**src/rtl/core/btd_pkg.sv**
```systemverilog
// btd_pkg: shared types and constants of the backlight timeout dimmer
// holds event and screen state codes, register indexes and the controller state record
// no dependencies
package btd_pkg;

	// field widths and fixed constants
	localparam int CNT_W      = 22;
	localparam int SEC_W      = 12;
	localparam int LVL_W      = 7;
	localparam int MS_PER_S   = 1000;
	localparam int FULL_LEVEL = 100;

	// event kinds carried on the input tuser
	typedef enum logic [2:0] {
		EV_TICK     = 3'd0,
		EV_ACTIVITY = 3'd1,
		EV_START    = 3'd2,
		EV_STOP     = 3'd3,
		EV_PLAYBACK = 3'd4,
		EV_DOOR     = 3'd5
	} event_t;

	// screen state codes
	typedef enum logic [1:0] {
		ST_ACTIVE  = 2'd0,
		ST_DIMMING = 2'd1,
		ST_DIMMED  = 2'd2,
		ST_OFF     = 2'd3
	} screen_t;

	// configuration register indexes
	typedef enum logic [1:0] {
		REG_ENABLE      = 2'd0,
		REG_DIM_TIMEOUT = 2'd1,
		REG_OFF_TIMEOUT = 2'd2,
		REG_DIM_LEVEL   = 2'd3
	} cfg_reg_t;

	// controller state apart from the ramp interval counter
	typedef struct packed {
		screen_t          cur_state;
		logic [LVL_W-1:0] level;
		logic [LVL_W-1:0] step;
		logic [CNT_W-1:0] dim_count;
		logic             dim_running;
		logic [CNT_W-1:0] off_count;
		logic             off_running;
		logic             ramp_running;
		logic             suppressed;
		logic             door_closing;
		logic             power;
		logic             dimmed;
	} ctl_t;

endpackage

```
**src/rtl/core/backlight_timeout_dimmer_top.sv**
```systemverilog
// backlight_timeout_dimmer_top: display backlight timeout controller
// input beat register, one-pass event logic, result register; uses btd_pkg
//
//  channel   | dir | handshake          | payload
//  ----------+-----+--------------------+------------------------------------------
//  s_*       | in  | s_tvalid/s_tready  | tuser: mode; tdata: playing, door_open
//  m_*       | out | m_tvalid/m_tready  | tdata: power, brightness, dimmed, state, changed
//  cfg_*     | in  | cfg_we (no wait)   | cfg_idx selects register, cfg_data value
//
// one beat enters the input register and one result leaves the result register per
// cycle while the result is not stalled; an accepted beat passes the input register,
// then the result register. the event logic reads and writes the timer and ramp state
// in the same cycle, so consecutive events need no spacing. a stalled result holds its
// register and the input register fills behind it before s_tready drops.
// reset (arst_n low) restores the register defaults and the active, full-bright state.
module backlight_timeout_dimmer_top
	import btd_pkg::*;
#(
	parameter int RAMP_STEPS        = 20,
	parameter int RAMP_INTERVAL_MS  = 50,
	parameter int DOOR_OFF_DELAY_MS = 2000
) (
	input  logic              clk,
	input  logic              arst_n,
	// event input
	input  logic              s_tvalid,
	output logic              s_tready,
	input  logic [7:0]        s_tdata,   // [0] playing, [1] door_open, rest zero
	input  logic [2:0]        s_tuser,   // [2:0] mode
	// result output
	output logic              m_tvalid,
	input  logic              m_tready,
	output logic [15:0]       m_tdata,   // [0] power_on, [7:1] brightness,
	                                     // [8] dimmed_flag, [10:9] screen_state,
	                                     // [11] state_changed, rest zero
	// configuration writes
	input  logic              cfg_we,
	input  logic [1:0]        cfg_idx,
	input  logic [SEC_W-1:0]  cfg_data
);

	localparam int RC_W    = $clog2(RAMP_INTERVAL_MS + 1);
	localparam int RECIP_K = 16;
	localparam int RECIP   = ((2 ** RECIP_K) + RAMP_STEPS - 1) / RAMP_STEPS;
	localparam int RECIP_W = RECIP_K + 1;
	localparam int PROD_W  = LVL_W + RECIP_W;

	// configuration registers
	logic             enable_q;
	logic [SEC_W-1:0] dim_timeout_q;
	logic [SEC_W-1:0] off_timeout_q;
	logic [LVL_W-1:0] dim_level_q;

	always_ff @(posedge clk or negedge arst_n) begin
		if (!arst_n) begin
			enable_q      <= 1'b1;
			dim_timeout_q <= SEC_W'(30);
			off_timeout_q <= SEC_W'(60);
			dim_level_q   <= LVL_W'(20);
		end else if (cfg_we) begin
			case (cfg_reg_t'(cfg_idx))
				REG_ENABLE:      enable_q      <= cfg_data[0];
				REG_DIM_TIMEOUT: dim_timeout_q <= cfg_data;
				REG_OFF_TIMEOUT: off_timeout_q <= cfg_data;
				REG_DIM_LEVEL:   dim_level_q   <= cfg_data[LVL_W-1:0];
				default:         ;
			endcase
		end
	end

	// input beat register
	logic       valid_s1;
	logic [2:0] mode_s1;
	logic       playing_s1;
	logic       door_open_s1;
	logic       adv;

	assign adv      = valid_s1 && (!m_tvalid || m_tready);
	assign s_tready = !valid_s1 || adv;

	always_ff @(posedge clk or negedge arst_n) begin
		if (!arst_n) begin
			valid_s1 <= 1'b0;
		end else if (s_tready) begin
			valid_s1 <= s_tvalid;
		end
	end

	always_ff @(posedge clk) begin
		if (s_tready && s_tvalid) begin
			mode_s1      <= s_tuser;
			playing_s1   <= s_tdata[0];
			door_open_s1 <= s_tdata[1];
		end
	end

	// values derived from the configuration
	logic [LVL_W-1:0]  tgt;
	logic [LVL_W-1:0]  span;
	logic [PROD_W-1:0] prod;
	logic [LVL_W-1:0]  quot;
	logic [LVL_W-1:0]  step_new;
	logic [CNT_W-1:0]  dim_load;
	logic              off_nonpos;
	logic [CNT_W-1:0]  off_load;

	always_comb begin
		tgt        = (dim_level_q > LVL_W'(FULL_LEVEL)) ? LVL_W'(FULL_LEVEL) : dim_level_q;
		span       = LVL_W'(FULL_LEVEL) - tgt;
		// span / RAMP_STEPS through a reciprocal, exact for span up to 100
		prod       = PROD_W'(span) * PROD_W'(RECIP);
		quot       = prod[RECIP_K +: LVL_W];
		step_new   = (quot == '0) ? LVL_W'(1) : quot;
		dim_load   = CNT_W'(dim_timeout_q) * CNT_W'(MS_PER_S);
		off_nonpos = (off_timeout_q <= dim_timeout_q);
		off_load   = CNT_W'(off_timeout_q - dim_timeout_q) * CNT_W'(MS_PER_S);
	end

	// controller state
	ctl_t           st_q;
	ctl_t           st_n;
	logic [RC_W-1:0] ramp_cnt_q;
	logic [RC_W-1:0] ramp_cnt_n;

	// event logic: off timer, then ramp, then dim timer on a tick
	always_comb begin
		logic signed [LVL_W:0] lvl_dec;
		st_n       = st_q;
		ramp_cnt_n = ramp_cnt_q;
		lvl_dec    = '0;
		case (event_t'(mode_s1))
			EV_TICK: begin
				// off timer
				if (st_n.off_running) begin
					if (st_n.off_count <= CNT_W'(1)) begin
						st_n.off_running = 1'b0;
						if (!st_n.suppressed) begin
							st_n.power     = 1'b0;
							st_n.dimmed    = 1'b1;
							st_n.cur_state = ST_OFF;
						end
					end else begin
						st_n.off_count = st_n.off_count - CNT_W'(1);
					end
				end
				// ramp step
				if (st_n.ramp_running) begin
					if (ramp_cnt_n <= RC_W'(1)) begin
						ramp_cnt_n = RC_W'(RAMP_INTERVAL_MS);
						lvl_dec    = $signed({1'b0, st_n.level}) - $signed({1'b0, st_n.step});
						if (lvl_dec > $signed({1'b0, tgt})) begin
							st_n.level = lvl_dec[LVL_W-1:0];
						end else begin
							st_n.level        = tgt;
							st_n.ramp_running = 1'b0;
							st_n.cur_state    = ST_DIMMED;
							if (st_n.door_closing) begin
								st_n.door_closing = 1'b0;
								st_n.off_count    = CNT_W'(DOOR_OFF_DELAY_MS);
								st_n.off_running  = 1'b1;
							end else if (off_nonpos) begin
								if (!st_n.suppressed) begin
									st_n.power     = 1'b0;
									st_n.dimmed    = 1'b1;
									st_n.cur_state = ST_OFF;
								end
							end else begin
								st_n.off_count   = off_load;
								st_n.off_running = 1'b1;
							end
						end
					end else begin
						ramp_cnt_n = ramp_cnt_n - RC_W'(1);
					end
				end
				// dim timer
				if (st_n.dim_running) begin
					if (st_n.dim_count <= CNT_W'(1)) begin
						st_n.dim_running = 1'b0;
						if (!st_n.suppressed) begin
							st_n.cur_state    = ST_DIMMING;
							st_n.level        = LVL_W'(FULL_LEVEL);
							st_n.step         = step_new;
							ramp_cnt_n        = RC_W'(RAMP_INTERVAL_MS);
							st_n.ramp_running = 1'b1;
						end
					end else begin
						st_n.dim_count = st_n.dim_count - CNT_W'(1);
					end
				end
			end
			EV_ACTIVITY, EV_DOOR: begin
				if (event_t'(mode_s1) == EV_ACTIVITY || door_open_s1) begin
					// user activity or door opened: wake the screen
					if (enable_q) begin
						st_n.ramp_running = 1'b0;
						st_n.off_running  = 1'b0;
						st_n.door_closing = 1'b0;
						if (st_n.cur_state != ST_ACTIVE) begin
							st_n.power     = 1'b1;
							st_n.level     = LVL_W'(FULL_LEVEL);
							st_n.dimmed    = 1'b0;
							st_n.cur_state = ST_ACTIVE;
						end
						if (!st_n.suppressed) begin
							st_n.dim_count   = dim_load;
							st_n.dim_running = 1'b1;
						end
					end
				end else if (enable_q) begin
					// door closed: start the ramp at once
					st_n.dim_running  = 1'b0;
					st_n.off_running  = 1'b0;
					st_n.door_closing = 1'b1;
					st_n.cur_state    = ST_DIMMING;
					st_n.level        = LVL_W'(FULL_LEVEL);
					st_n.step         = step_new;
					ramp_cnt_n        = RC_W'(RAMP_INTERVAL_MS);
					st_n.ramp_running = 1'b1;
				end
			end
			EV_START: begin
				if (enable_q) begin
					st_n.cur_state = ST_ACTIVE;
					st_n.level     = LVL_W'(FULL_LEVEL);
					if (playing_s1) begin
						st_n.suppressed = 1'b1;
					end else begin
						st_n.suppressed  = 1'b0;
						st_n.dim_count   = dim_load;
						st_n.dim_running = 1'b1;
					end
				end
			end
			EV_STOP: begin
				st_n.dim_running  = 1'b0;
				st_n.off_running  = 1'b0;
				st_n.ramp_running = 1'b0;
			end
			EV_PLAYBACK: begin
				if (playing_s1) begin
					st_n.suppressed   = 1'b1;
					st_n.dim_running  = 1'b0;
					st_n.off_running  = 1'b0;
					st_n.ramp_running = 1'b0;
				end else if (st_n.suppressed) begin
					st_n.suppressed = 1'b0;
					if (enable_q && st_n.cur_state == ST_ACTIVE) begin
						st_n.dim_count   = dim_load;
						st_n.dim_running = 1'b1;
					end
				end
			end
			default: ;
		endcase
	end

	// state registers advance with each event
	always_ff @(posedge clk or negedge arst_n) begin
		if (!arst_n) begin
			st_q.cur_state    <= ST_ACTIVE;
			st_q.level        <= LVL_W'(FULL_LEVEL);
			st_q.step         <= LVL_W'(1);
			st_q.dim_count    <= '0;
			st_q.dim_running  <= 1'b0;
			st_q.off_count    <= '0;
			st_q.off_running  <= 1'b0;
			st_q.ramp_running <= 1'b0;
			st_q.suppressed   <= 1'b0;
			st_q.door_closing <= 1'b0;
			st_q.power        <= 1'b1;
			st_q.dimmed       <= 1'b0;
			ramp_cnt_q        <= '0;
		end else if (adv) begin
			st_q       <= st_n;
			ramp_cnt_q <= ramp_cnt_n;
		end
	end

	// result register
	logic        out_valid_q;
	logic [15:0] out_data_q;

	always_ff @(posedge clk or negedge arst_n) begin
		if (!arst_n) begin
			out_valid_q <= 1'b0;
		end else if (!out_valid_q || m_tready) begin
			out_valid_q <= valid_s1;
		end
	end

	always_ff @(posedge clk) begin
		if (adv) begin
			out_data_q <= {4'b0000, (st_n.cur_state != st_q.cur_state), st_n.cur_state,
			               st_n.dimmed, st_n.level, st_n.power};
		end
	end

	assign m_tvalid = out_valid_q;
	assign m_tdata  = out_data_q;

endmodule

```
**config.mk**
```make
export PLATFORM = sky130hd
export DESIGN_NAME = backlight_timeout_dimmer_top
export DESIGN_NICKNAME = d
export VERILOG_FILES = /design/src/rtl/core/btd_pkg.sv /design/src/rtl/core/backlight_timeout_dimmer_top.sv
export SDC_FILE = /design/constraint.sdc
export NUM_CORES = 1
export LEC_CHECK = 0
export BUFFER_PORTS_ARGS = -buffer_cell sky130_fd_sc_hd__buf_2
export CAP_MARGIN = 20
export CORE_UTILIZATION = 57
export DETAILED_ROUTE_END_ITERATION = 10
export PLACE_DENSITY = 0.84
export REMOVE_ABC_BUFFERS = 1
export SLEW_MARGIN = 5
export SYNTH_ARGS = -nofsm -noshare
export SYNTH_HDL_FRONTEND = slang
export SYNTH_SLANG_ARGS = --single-unit
```
**constraint.sdc**
```tcl
create_clock -name clk -period 8 [get_ports clk]
set_clock_uncertainty 0.15 [all_clocks]
set_input_delay 2.4 -clock clk [delete_from_list [all_inputs] [get_ports clk]]
set_output_delay 2.4 -clock clk [all_outputs]
set_load 0.02 [all_outputs]
```
==> results of run 1 <==
[cells in the mapped netlist, drive strengths merged (4+ instances only)]
| cell type | instances |
|---|---|
| o31ai | 6 |
| or4 | 6 |
| edfxtp | 17 |
| clkbuf | 23 |
| dfrtp | 87 |
| o22ai | 7 |
| nand2 | 80 |
| nand3b | 4 |
| nand2b | 22 |
| ha | 155 |
| fa | 95 |
| nor2 | 94 |
| o211ai | 9 |
| or3 | 19 |
| o21ai | 111 |
| and3 | 6 |
| nor3 | 41 |
| inv | 135 |
| mux2i | 14 |
| a211oi | 9 |
| xnor2 | 36 |
| nand4 | 8 |
| a31oi | 11 |
| a21boi | 5 |
| mux2 | 32 |
| a21o | 18 |
| xor2 | 27 |
| o21a | 11 |
| or2 | 10 |
| dfstp | 16 |
| o41ai | 4 |
| a41oi | 5 |
| nor4 | 14 |
| a21oi | 66 |
| buf | 11 |
| o2bb2ai | 5 |
| and2 | 7 |
| a32oi | 4 |
| o21bai | 5 |
| nand3 | 24 |
| nor2b | 12 |
| and4 | 5 |
| a22oi | 9 |
| a211o | 6 |
[sequential cells by signal, indices dropped and copies added (netlist names)]
| register | flops |
|---|---|
| st_q | 63 |
| dim_timeout_q | 12 |
| m_tdata | 12 |
| off_timeout_q | 12 |
| dim_level_q | 7 |
| ramp_cnt_q | 6 |
| mode_s1 | 3 |
| door_open_s1 | 1 |
| enable_q | 1 |
| m_tvalid | 1 |
| playing_s1 | 1 |
| valid_s1 | 1 |
[per-layer routing]
| metal | vias to the layer above | part of all wire | track usage |
|---|---|---|---|
| li1 | 4793 | - | - |
| met1 | 5064 | 0.43 | 0.351 |
| met2 | 337 | 0.49 | 0.459 |
| met3 | 68 | 0.049 | 0.0437 |
| met4 | 0 | 0.030 | 0.110 |
| met5 | - | 0 | 0 |
[layout make-up]
type                            instances  area, um2
Clock inverter                         15        140
Tap cell                              280        350
Fill cell                            1728       8130
Multi-Input combinational cell       1047       8890
Timing Repair Buffer                   40        210
Inverter                              135        507
Sequential cell                       120       3110
Clock buffer                           17        425
[kinds of logic after synthesis]
group,count (synthesis),share of synthesized area
and+or+nand+nor,359,0.146
AOI/OAI and AO/OA,325,0.169
adders and majority gates,250,0.304
buffers and inverters,169,0.0522
DFF,120,0.246
xor gates and xnor gates,63,0.0436
muxes,46,0.0396
other,1,0.000297
[per-stage QoR]
stage          std cells  cell area [um2]  hold slack, ps  utilization
2_1_floorplan       1302            12500             300            -
3_3_place_gp        1622            13100             311        0.600
3_5_place_dp        1622            13100             329        0.600
4_1_cts             1654            13600             345        0.626
5_1_grt             1654            13600             374        0.626
6_report            1654            13600             343        0.626
[cells in the final DEF (no fill, tap or decap), types with 6 or more instances in the layout]
cell type	n
sky130_fd_sc_hd__o21a_1	11
sky130_fd_sc_hd__inv_6	7
sky130_fd_sc_hd__or2_2	9
sky130_fd_sc_hd__a22oi_1	9
sky130_fd_sc_hd__a31oi_1	10
sky130_fd_sc_hd__o21ai_0	106
sky130_fd_sc_hd__a211o_1	6
sky130_fd_sc_hd__a21o_1	18
sky130_fd_sc_hd__or3_1	19
sky130_fd_sc_hd__inv_1	135
sky130_fd_sc_hd__and2_1	6
sky130_fd_sc_hd__dfstp_2	16
sky130_fd_sc_hd__buf_2	36
sky130_fd_sc_hd__nand3_1	24
sky130_fd_sc_hd__a211oi_1	9
sky130_fd_sc_hd__o211ai_1	9
sky130_fd_sc_hd__a21oi_1	65
sky130_fd_sc_hd__mux2_2	32
sky130_fd_sc_hd__nand2b_1	22
sky130_fd_sc_hd__nor2b_1	12
sky130_fd_sc_hd__and3_1	6
sky130_fd_sc_hd__clkbuf_16	17
sky130_fd_sc_hd__mux2i_1	14
sky130_fd_sc_hd__dfrtp_1	87
sky130_fd_sc_hd__o22ai_1	7
sky130_fd_sc_hd__nor4_1	12
sky130_fd_sc_hd__nor3_1	38
sky130_fd_sc_hd__nand4_1	8
sky130_fd_sc_hd__fa_1	95
sky130_fd_sc_hd__nand2_1	80
sky130_fd_sc_hd__ha_1	155
sky130_fd_sc_hd__xnor2_1	36
sky130_fd_sc_hd__xor2_1	27
sky130_fd_sc_hd__nor2_1	92
sky130_fd_sc_hd__edfxtp_1	17
[path summary, 6_finish.rpt]
check | startpoint | endpoint | slack, ps
setup / recovery | dim_timeout_q[2] | st_q[25] | 1280
hold / removal | valid_s1 | m_tvalid | 340
setup reg to reg | dim_timeout_q[2] | st_q[25] | 1280
hold reg to reg | valid_s1 | m_tvalid | 340
max in group asynchronous | arst_n | ramp_cnt_q[3] | 4670
min in group asynchronous | arst_n | st_q[35] | 1780
==> results.toml, run 1 <==
[sta]
slew-limit-headroom = 0.344
worstMarginPinSlew_ps = 981
period_needed_ps = 6720
report.final.slew_viol_count = 0
setup-tns-final_ps = 0
grt_setup_unrepaired = "false"
layout_worst_path_cycle_share = 0.840
timing.fmax_mhz = 149
hold_violations = 0
final.setup.worst_slack_ps = 1280
finalSetupViolCount = 0

[clock_network]
clock_tree_from_tritoncts = "yes"
path_clk_slew_ps = 60
cts_htree_levels = 4
tritoncts.num_buffers = 17
clock_sinks = 120
clockRootBuffer = "sky130_fd_sc_hd__clkbuf_16"
number_of_buffers_inserted_for_hold_repair_after_clock_tree_synthesis = 0
ctsResizeCount = 0
later_pin_clock_latency_in_the_skew_report_ps = 440
cts_setup_buffers = 0
cts-root-to-sink-buffers = 2

[synthesis]
postSynthRegisterBits = 120
synth_async_sr_flop_share = 0.858
syn_area_per_cell_um2 = 9.49
synth.top_cell.area_share = 0.172
dominantRegCellSynth = "sky130_fd_sc_hd__dfrtp_1"
synthesis.instances = 1333
synth_edf_count = 17
synth.lib_cells_used.distinct = 86
yosys.area.top_type = "sky130_fd_sc_hd__dfrtp_1"
synthesis.yosys.warnings = 0
netlist_top_cells_area = "sky130_fd_sc_hd__dfrtp_1 (17%), sky130_fd_sc_hd__ha_1 (15%), sky130_fd_sc_hd__fa_1 (15%)"
synth_area_um2 = 12600
synth.yosys.seq_area_share = 0.246

[global_routing]
grt_start_max_net_pins = 66
grt_pass1_vias = 10300
grt_overflow_total = 0
antenna_found_initial = 0
groute.usage.overall = 0.273
first_pass_grt_wire_length_mm = 49.2

[critical_path]
worst_setup_path_start_kind = "flip-flop"
timing.critical_path.buf_inv = 3
worstPathRequired_ps = 8170
crit_path_top_delay_cell = "sky130_fd_sc_hd__dfstp_2"
critPathArrivalTime_ps = 6890
max_stage_delay_ps = 710
cp_cell_sequence = "inv_1 -> ha_1 -> o21a_1 -> o21ai_0 -> a21oi_1 -> o21a_1 -> xor2_1 -> inv_1 -> fa_1 -> inv_1 -> fa_1 -> fa_1 -> fa_1 -> ha_1 -> a21o_1 -> a21oi_1 -> o21ai_0 -> a211oi_1 -> xor2_1 -> nor2_1 -> a211o_1"
crit_cells = 21
crit_path_max_fanout = 8
worst_case_reg_to_reg_path_depth = 21
startpoint_to_endpoint_class_of_the_critical_path = "flip-flop to flip-flop"
cpMostUsedCell = "sky130_fd_sc_hd__fa_1"
worst_setup_path_end_kind = "flip-flop"
crit_family = "adder cells"

[job]
max_cap_violations = 0

[place]
dpl.hpwl_mm = 22.3
gp_congestion = 0.890
dp_slack_ps = 1380
io_buffer_count = 37

[min_path]
holdPathStages = 1
worstHoldPathType = "flip-flop to flip-flop"

[final_layout]
final_nets = 1641
num_antenna_cells = 0
post_route_cells_drive_above_1_share = 0.108
layout_overhead_on_the_synthesized_area_pct = 7.78

[drt]
wl_per_cell_um = 17.6
drtAntennaViolNets = 0
drc = 1
wl_mm = 29.1
drt_first_pass_iters = 8
detailroute.via_count = 10300
post_drt_via_cell_ratio = 6.20
first_iter_violations = 814

[floorplanning]
ioPinCount = 48
chipHeight_um = 151
core_area_um2 = 21800
std_cell_rows = 54
effective_utilization_at_floorplan = 0.581
dieArea_um2 = 22800
dieWidth_um = 151

[status]
failed_checks = "DRC"
outcome = "finished, violations left"
Power of run 1 is not shown: default switching activity piles up to over one toggle a cycle in this logic, so the estimate is an artifact.
==> run 2: changes to the inputs <==
--- a/config.mk
+++ b/config.mk
@@ -9,7 +9,7 @@
 export CAP_MARGIN = 20
 export CORE_UTILIZATION = 57
 export DETAILED_ROUTE_END_ITERATION = 10
-export PLACE_DENSITY = 0.84
+export PLACE_DENSITY = 0.87
 export REMOVE_ABC_BUFFERS = 1
 export SLEW_MARGIN = 5
 export SYNTH_ARGS = -nofsm -noshare
==> constraint.sdc (replaced) <==
create_clock -name clk -period 6.1 [get_ports clk]
set_clock_uncertainty 0.15 [all_clocks]
set_input_delay 1.83 -clock clk [delete_from_list [all_inputs] [get_ports clk]]
set_output_delay 1.83 -clock clk [all_outputs]
set_load 0.02 [all_outputs]
==> run 2 against run 1 <==
Compared with the run above: the run now ends clean; non-clock buffer count up 37; cell area increased by 3.3%; setup slack worse by 1300 ps; sequential share of layout area decreased by 0.73 points; critical path type unchanged.
==> results.toml, run 2 (synthesis gave the netlist of run 1 again) <==
[final_layout]
layout_overhead_on_the_synthesized_area_pct = 11.3
most-common-layout-cells = "sky130_fd_sc_hd__ha_1 (147), sky130_fd_sc_hd__inv_1 (132), sky130_fd_sc_hd__o21ai_0 (103)"
fill_cells = 1623
post_route_cells_drive_above_1_share = 0.150
num_antenna_cells = 0
flip_flop_count_of_the_largest_register_after_layout = 63
final_nets = 1678
largest-register = "st_q"
leading_cell_type_in_the_layout_fill_and_taps_excluded = "sky130_fd_sc_hd__ha_1"

[sta]
slew-limit-headroom = 0.366
finalSetupViolCount = 0
worstMarginPinSlew_ps = 949
timing.fmax_mhz = 164
hold_violations = 0
grt_setup_unrepaired = "true"
finalHoldWorstSlack_ps = 349
layout_worst_path_cycle_share = 0.998
period_needed_ps = 6090
report.final.slew_viol_count = 0
setup-tns-final_ps = 0
final.setup.worst_slack_ps = 13.4

[floorplanning]
chipHeight_um = 151
ioPinCount = 48
std_cell_rows = 54
dieArea_um2 = 22800
dieWidth_um = 151
core_area_um2 = 21800
effective_utilization_at_floorplan = 0.581

[drt]
first_iter_violations = 989
drtAntennaViolNets = 0
drt_first_pass_iters = 5
wl_mm = 30.7
drc = 0
wl_per_cell_um = 18.2
post_drt_via_cell_ratio = 6.22
detailroute.via_count = 10500

[critical_path]
crit_path_top_delay_cell = "sky130_fd_sc_hd__fa_1"
max_stage_delay_ps = 570
worstPathRequired_ps = 6250
crit_family = "adder cells"
cp_cell_sequence = "inv_1 -> ha_4 -> inv_1 -> fa_2 -> a211oi_2 -> o21ai_1 -> a41oi_2 -> xnor2_2 -> inv_1 -> fa_1 -> inv_1 -> fa_1 -> fa_1 -> fa_1 -> ha_2 -> a21o_1 -> a21oi_1 -> o21ai_0 -> a211oi_2 -> xor2_1 -> nor2_1 -> a211o_1"
startpoint_to_endpoint_class_of_the_critical_path = "flip-flop to flip-flop"
critPathArrivalTime_ps = 6240
worst_setup_path_end_kind = "flip-flop"
crit_path_max_fanout = 5
timing.critical_path.buf_inv = 4
worst_setup_path_start_kind = "flip-flop"

[clock_network]
clockRootBuffer = "sky130_fd_sc_hd__clkbuf_16"
cts-root-to-sink-buffers = 2
tritoncts.num_buffers = 17
clock_tree_from_tritoncts = "yes"
clock_sinks = 120
number_of_buffers_inserted_for_hold_repair_after_clock_tree_synthesis = 0
cts_htree_levels = 4
later_pin_clock_latency_in_the_skew_report_ps = 430
path_clk_slew_ps = 60

[place]
io_buffer_count = 37
gp_congestion = 0.899
dp_slack_ps = -18.2
dpl.hpwl_mm = 22.9

[global_routing]
grt_pass1_vias = 10700
groute.usage.overall = 0.285
grt_overflow_total = 0
grt_start_max_net_pins = 67
first_pass_grt_wire_length_mm = 51.3
antenna_found_initial = 0

[min_path]
worstHoldPathType = "flip-flop to flip-flop"

[status]
outcome = "complete, no violations"

[job]
max_cap_violations = 0
==> run 2: cell types whose count changed in the layout (fill, tap and decap cells not counted), sizes merged <==
| cell | previous run | this run |
|---|---|---|
| buf | 40 | 77 |
| inv | 142 | 138 |
| clkinv | 3 | 5 |
| bufinv | 1 | 2 |
| clkinvlp | 4 | 5 |
==> run 2: cell type report <==
class	count	area, um2	share of cell area
multi-input combinational	1047	9050	0.643
sequential	120	3110	0.221
inverter	135	507	0.0360
timing repair buffer	77	488	0.0347
clock buffer	17	425	0.0302
tap	280	350	0.0249
clock inverter	15	153	0.0108
==> run 2: per-layer routing <==
layer  routed length (um)  part of all wire  track usage  vias up
met3                 1840             0.060       0.0443      131
met4                 1420             0.046        0.118        0
met2                15000              0.49        0.483      455
met5                    0                 0            0        -
met1                12500              0.41        0.363     5062
li1                     -                 -            -     4878
==> run 2: final timing paths <==
check / to / startpoint / slack (ps) / cells past startpoint
min in group asynchronous: st_q[10] / arst_n / 1370 / 1
min: st_q[53] / st_q[53] / 350 / 2
max reg2reg: st_q[25] / off_timeout_q[0] / 10 / 22
max in group asynchronous: dim_level_q[4] / arst_n / 3360 / 2
min reg2reg: st_q[53] / st_q[53] / 350 / 2
max: st_q[25] / off_timeout_q[0] / 10 / 22
==> run 2: per-stage QoR <==
| step | util | instances | cell area [um2] |
|---|---|---|---|
| 6_report | 0.647 | 1691 | 14100 |
| 5_1_grt | 0.647 | 1691 | 14100 |
| 4_1_cts | 0.639 | 1686 | 13900 |
| 3_5_place_dp | 0.612 | 1654 | 13300 |
| 3_3_place_gp | 0.612 | 1654 | 13300 |
| 2_1_floorplan | - | 1302 | 12500 |
==> run 2: repair_timing <==
action / in CTS / in global routing
buffers inserted: 0 / 5
hold endpoints to repair: 0 / 0
pin swaps: 1 / 9
endpoints found under the setup margin: 2 / 10
gates resized for setup: 5 / 29
==> run 2: worst min-delay path, cell delays in order, from the launching register on <==
cell	delay [ps]
sky130_fd_sc_hd__dfrtp_1	350
sky130_fd_sc_hd__nand2_1	50
sky130_fd_sc_hd__o21ai_0	60
Power of run 2 is left out for the same reason.
==> run 3: changes to the inputs <==
--- a/config.mk
+++ b/config.mk
@@ -5,9 +5,11 @@
 export SDC_FILE = /design/constraint.sdc
 export NUM_CORES = 1
 export LEC_CHECK = 0
+export ABC_AREA = 1
 export BUFFER_PORTS_ARGS = -buffer_cell sky130_fd_sc_hd__buf_2
 export CAP_MARGIN = 20
 export CORE_UTILIZATION = 57
+export CTS_BUF_LIST = sky130_fd_sc_hd__clkbuf_8
 export DETAILED_ROUTE_END_ITERATION = 10
 export PLACE_DENSITY = 0.87
 export REMOVE_ABC_BUFFERS = 1
==> run 3 against run 2 <==
Compared with the run above: count of clock-buffer cells in the layout did not move; critical path depth rose by 3; flip-flop and latch count did not move; critical path type unchanged; cell count rose by 21%; maximum frequency rose by 3.7%; cell area rose by 0.75%; critical endpoint is now st_q[24]; largest cell class unchanged; wire length rose by 1.9%; setup slack improved by 220 ps; die area rose by 3.6%; utilization fell by 1.9 points; first-iteration DRC count fell by 15%; sequential share of layout area fell by 0.16 points.
==> results.toml, run 3 <==
[min_path]
hold_path_startpoint = "st_q[51]"
holdPathStages = 2
worst_min_delay_path_endpoint = "st_q[51]"
worstHoldPathType = "flip-flop to flip-flop"

[floorplanning]
effective_utilization_at_floorplan = 0.581
dieWidth_um = 154
std_cell_rows = 55
chipHeight_um = 154
dieArea_um2 = 23600
core_area_um2 = 22600
ioPinCount = 48

[drt]
wl_mm = 31.3
drc = 0
first_iter_violations = 840
drtAntennaViolNets = 0
post_drt_via_cell_ratio = 5.74
drt_first_pass_iters = 7
wl_per_cell_um = 15.3
detailroute.via_count = 11800

[final_layout]
final_nets = 2031
flip_flop_count_of_the_largest_register_after_layout = 63
layout_overhead_on_the_synthesized_area_pct = 8.19
leading_cell_type_in_the_layout_fill_and_taps_excluded = "sky130_fd_sc_hd__nand2_1"
num_antenna_cells = 0
final-instance-count-excl-fill = 2049
post_route_cells_drive_above_1_share = 0.0856
most-common-layout-cells = "sky130_fd_sc_hd__nand2_1 (389), sky130_fd_sc_hd__inv_1 (266), sky130_fd_sc_hd__ha_1 (153)"
largest-register = "st_q"

[sta]
grt_setup_unrepaired = "false"
finalSetupViolCount = 0
hold_violations = 0
timing.fmax_mhz = 170
report.final.slew_viol_count = 0
worstMarginPinSlew_ps = 1100
slew-limit-headroom = 0.267
period_needed_ps = 5870
layout_worst_path_cycle_share = 0.962

[synthesis]
synth.top_cell.area_share = 0.166
synth_common_cells = "sky130_fd_sc_hd__nand2_1 (391), sky130_fd_sc_hd__inv_1 (267), sky130_fd_sc_hd__ha_1 (155)"
postSynthRegisterBits = 120
synthesis.yosys.warnings = 0
syn_area_per_cell_um2 = 7.72
netlist_top_cells_area = "sky130_fd_sc_hd__dfrtp_1 (17%), sky130_fd_sc_hd__ha_1 (15%), sky130_fd_sc_hd__fa_1 (15%)"
dominantRegCellSynth = "sky130_fd_sc_hd__dfrtp_1"
synth.most_common_cell = "sky130_fd_sc_hd__nand2_1"
synth_area_um2 = 13100
synth_edf_count = 17
synth_async_sr_flop_share = 0.858
yosys.area.top_type = "sky130_fd_sc_hd__dfrtp_1"
synth.yosys.seq_area_share = 0.237
synthesis.instances = 1699
synth.lib_cells_used.distinct = 57

[clock_network]
cts_htree_levels = 4
clockRootBuffer = "sky130_fd_sc_hd__clkbuf_8"
clock_sinks = 120
later_pin_clock_latency_in_the_skew_report_ps = 470
clock_tree_from_tritoncts = "yes"
path_clk_slew_ps = 100
cts-root-to-sink-buffers = 2
tritoncts.num_buffers = 17

[critical_path]
rr_endpoint = "st_q[24]"
timing.rr.start = "dim_timeout_q[4]"
startpoint_to_endpoint_class_of_the_critical_path = "flip-flop to flip-flop"
worstPathRequired_ps = 6300
worst_setup_path_end_kind = "flip-flop"
crit_path_max_fanout = 5
worst_setup_path_start_kind = "flip-flop"
setup.worst_path.start = "dim_timeout_q[4]"
worst_case_reg_to_reg_path_depth = 25
critPathArrivalTime_ps = 6070
timing.reg2reg.setup_slack_ps = 230

[global_routing]
grt_start_max_net_pins = 54
grt_overflow_total = 0
groute.usage.overall = 0.271
first_pass_grt_wire_length_mm = 52.4
antenna_found_initial = 0
grt_pass1_vias = 11600

[place]
io_buffer_count = 37
gp_congestion = 0.949
place_inst = 2016
dpl.hpwl_mm = 24.4

[status]
outcome = "complete, no violations"

[job]
max_cap_violations = 0
-- run 3: cell types whose count changed after synthesis, sizes merged, moves of 16 or more --
| cell | previous run | this run |
|---|---|---|
| mux2 | 32 | 0 |
| nand2b | 22 | 0 |
| nand4 | 8 | 24 |
| nor3 | 41 | 12 |
| nor2 | 94 | 148 |
| nand2 | 80 | 396 |
| inv | 135 | 271 |
| o21ai | 111 | 140 |
| or3 | 19 | 1 |
| nand3 | 24 | 91 |
-- run 3: metal layers --
layer  global-route usage  vias up  share of wire  wire (um)
met2                0.454      478           0.49      15200
met5                    0        -              0          0
met3               0.0403      105          0.060       1880
met4                0.115        0          0.035       1090
met1                0.351     5560           0.42      13100
li1                     -     5616              -          -
-- run 3: repair_timing --
action                                  CTS  global route
endpoints found under the setup margin    2             7
endpoints found under the hold margin     0             0
pin swaps                                 0             4
hold buffers                              0             0
buffers inserted                          0             1
resized for setup                         2            23
cloned                                    0             0
-- run 3: cell type report --
cell class	count	area, um2
sequential	120	3110
clock inverter	15	180
clock buffer	17	234
fill	1854	8390
tap	285	357
timing repair buffer	57	338
inverter	274	1030
multi-input combinational	1281	8940
-- run 3: worst max-delay path, stage by stage (launching register included) --
cell and delay, ps:
sky130_fd_sc_hd__dfstp_2 560, sky130_fd_sc_hd__inv_1 50, sky130_fd_sc_hd__ha_1 360, sky130_fd_sc_hd__a21o_1 180, sky130_fd_sc_hd__a21oi_1 160, sky130_fd_sc_hd__nand2_2 110
sky130_fd_sc_hd__a21boi_2 200, sky130_fd_sc_hd__o21ai_1 130, sky130_fd_sc_hd__xor2_1 190, sky130_fd_sc_hd__buf_4 170, sky130_fd_sc_hd__fa_1 530, sky130_fd_sc_hd__inv_1 60
sky130_fd_sc_hd__fa_1 570, sky130_fd_sc_hd__fa_1 450, sky130_fd_sc_hd__fa_1 530, sky130_fd_sc_hd__ha_4 320, sky130_fd_sc_hd__nand2_1 110, sky130_fd_sc_hd__nor2_2 150
sky130_fd_sc_hd__nand3_1 90, sky130_fd_sc_hd__nand3_1 130, sky130_fd_sc_hd__xnor2_2 130, sky130_fd_sc_hd__nand2_1 100, sky130_fd_sc_hd__nand3_1 110, sky130_fd_sc_hd__nand2_1 50
sky130_fd_sc_hd__a21oi_1 110, sky130_fd_sc_hd__nor2_1 50
-- run 3: worst max path at each step --
stage | endpoint | cells after the start | slack [ps]
CTS | st_q[26] | 23 | -20
global route | st_q[24] | 27 | 10
global placement | st_q[26] | 23 | 140
detailed placement | st_q[26] | 19 | -20
floorplan | st_q[27] | 25 | 340
finish | st_q[24] | 25 | 230
-- run 3: metrics by stage --
step	utilization	area (um2)	hold slack [ps]	setup slack, ps	TNS, ps
after floorplan	-	13000	295	345	0
after global placement	0.605	13700	313	139	0
after detailed placement	0.605	13700	322	-18.8	-18.8
after CTS	0.624	14100	338	-23.4	-24.3
after global routing	0.628	14200	353	14.0	0
final	0.628	14200	334	232	0
-- run 3: logic make-up (layout without fill, tap and decap cells) --
logic type	count (synthesis)	count (layout)	share of synthesized area
buffers and inverters	301	363	0.0896
flip-flops	120	120	0.237
AND/OR/NAND/NOR	681	681	0.217
other	1	4	0.000286
XOR/XNOR	61	61	0.0407
adder cells (fa/ha/maj)	250	250	0.293
AO/OA/AOI/OAI	285	285	0.122
Power of run 3 is left out for the same reason.
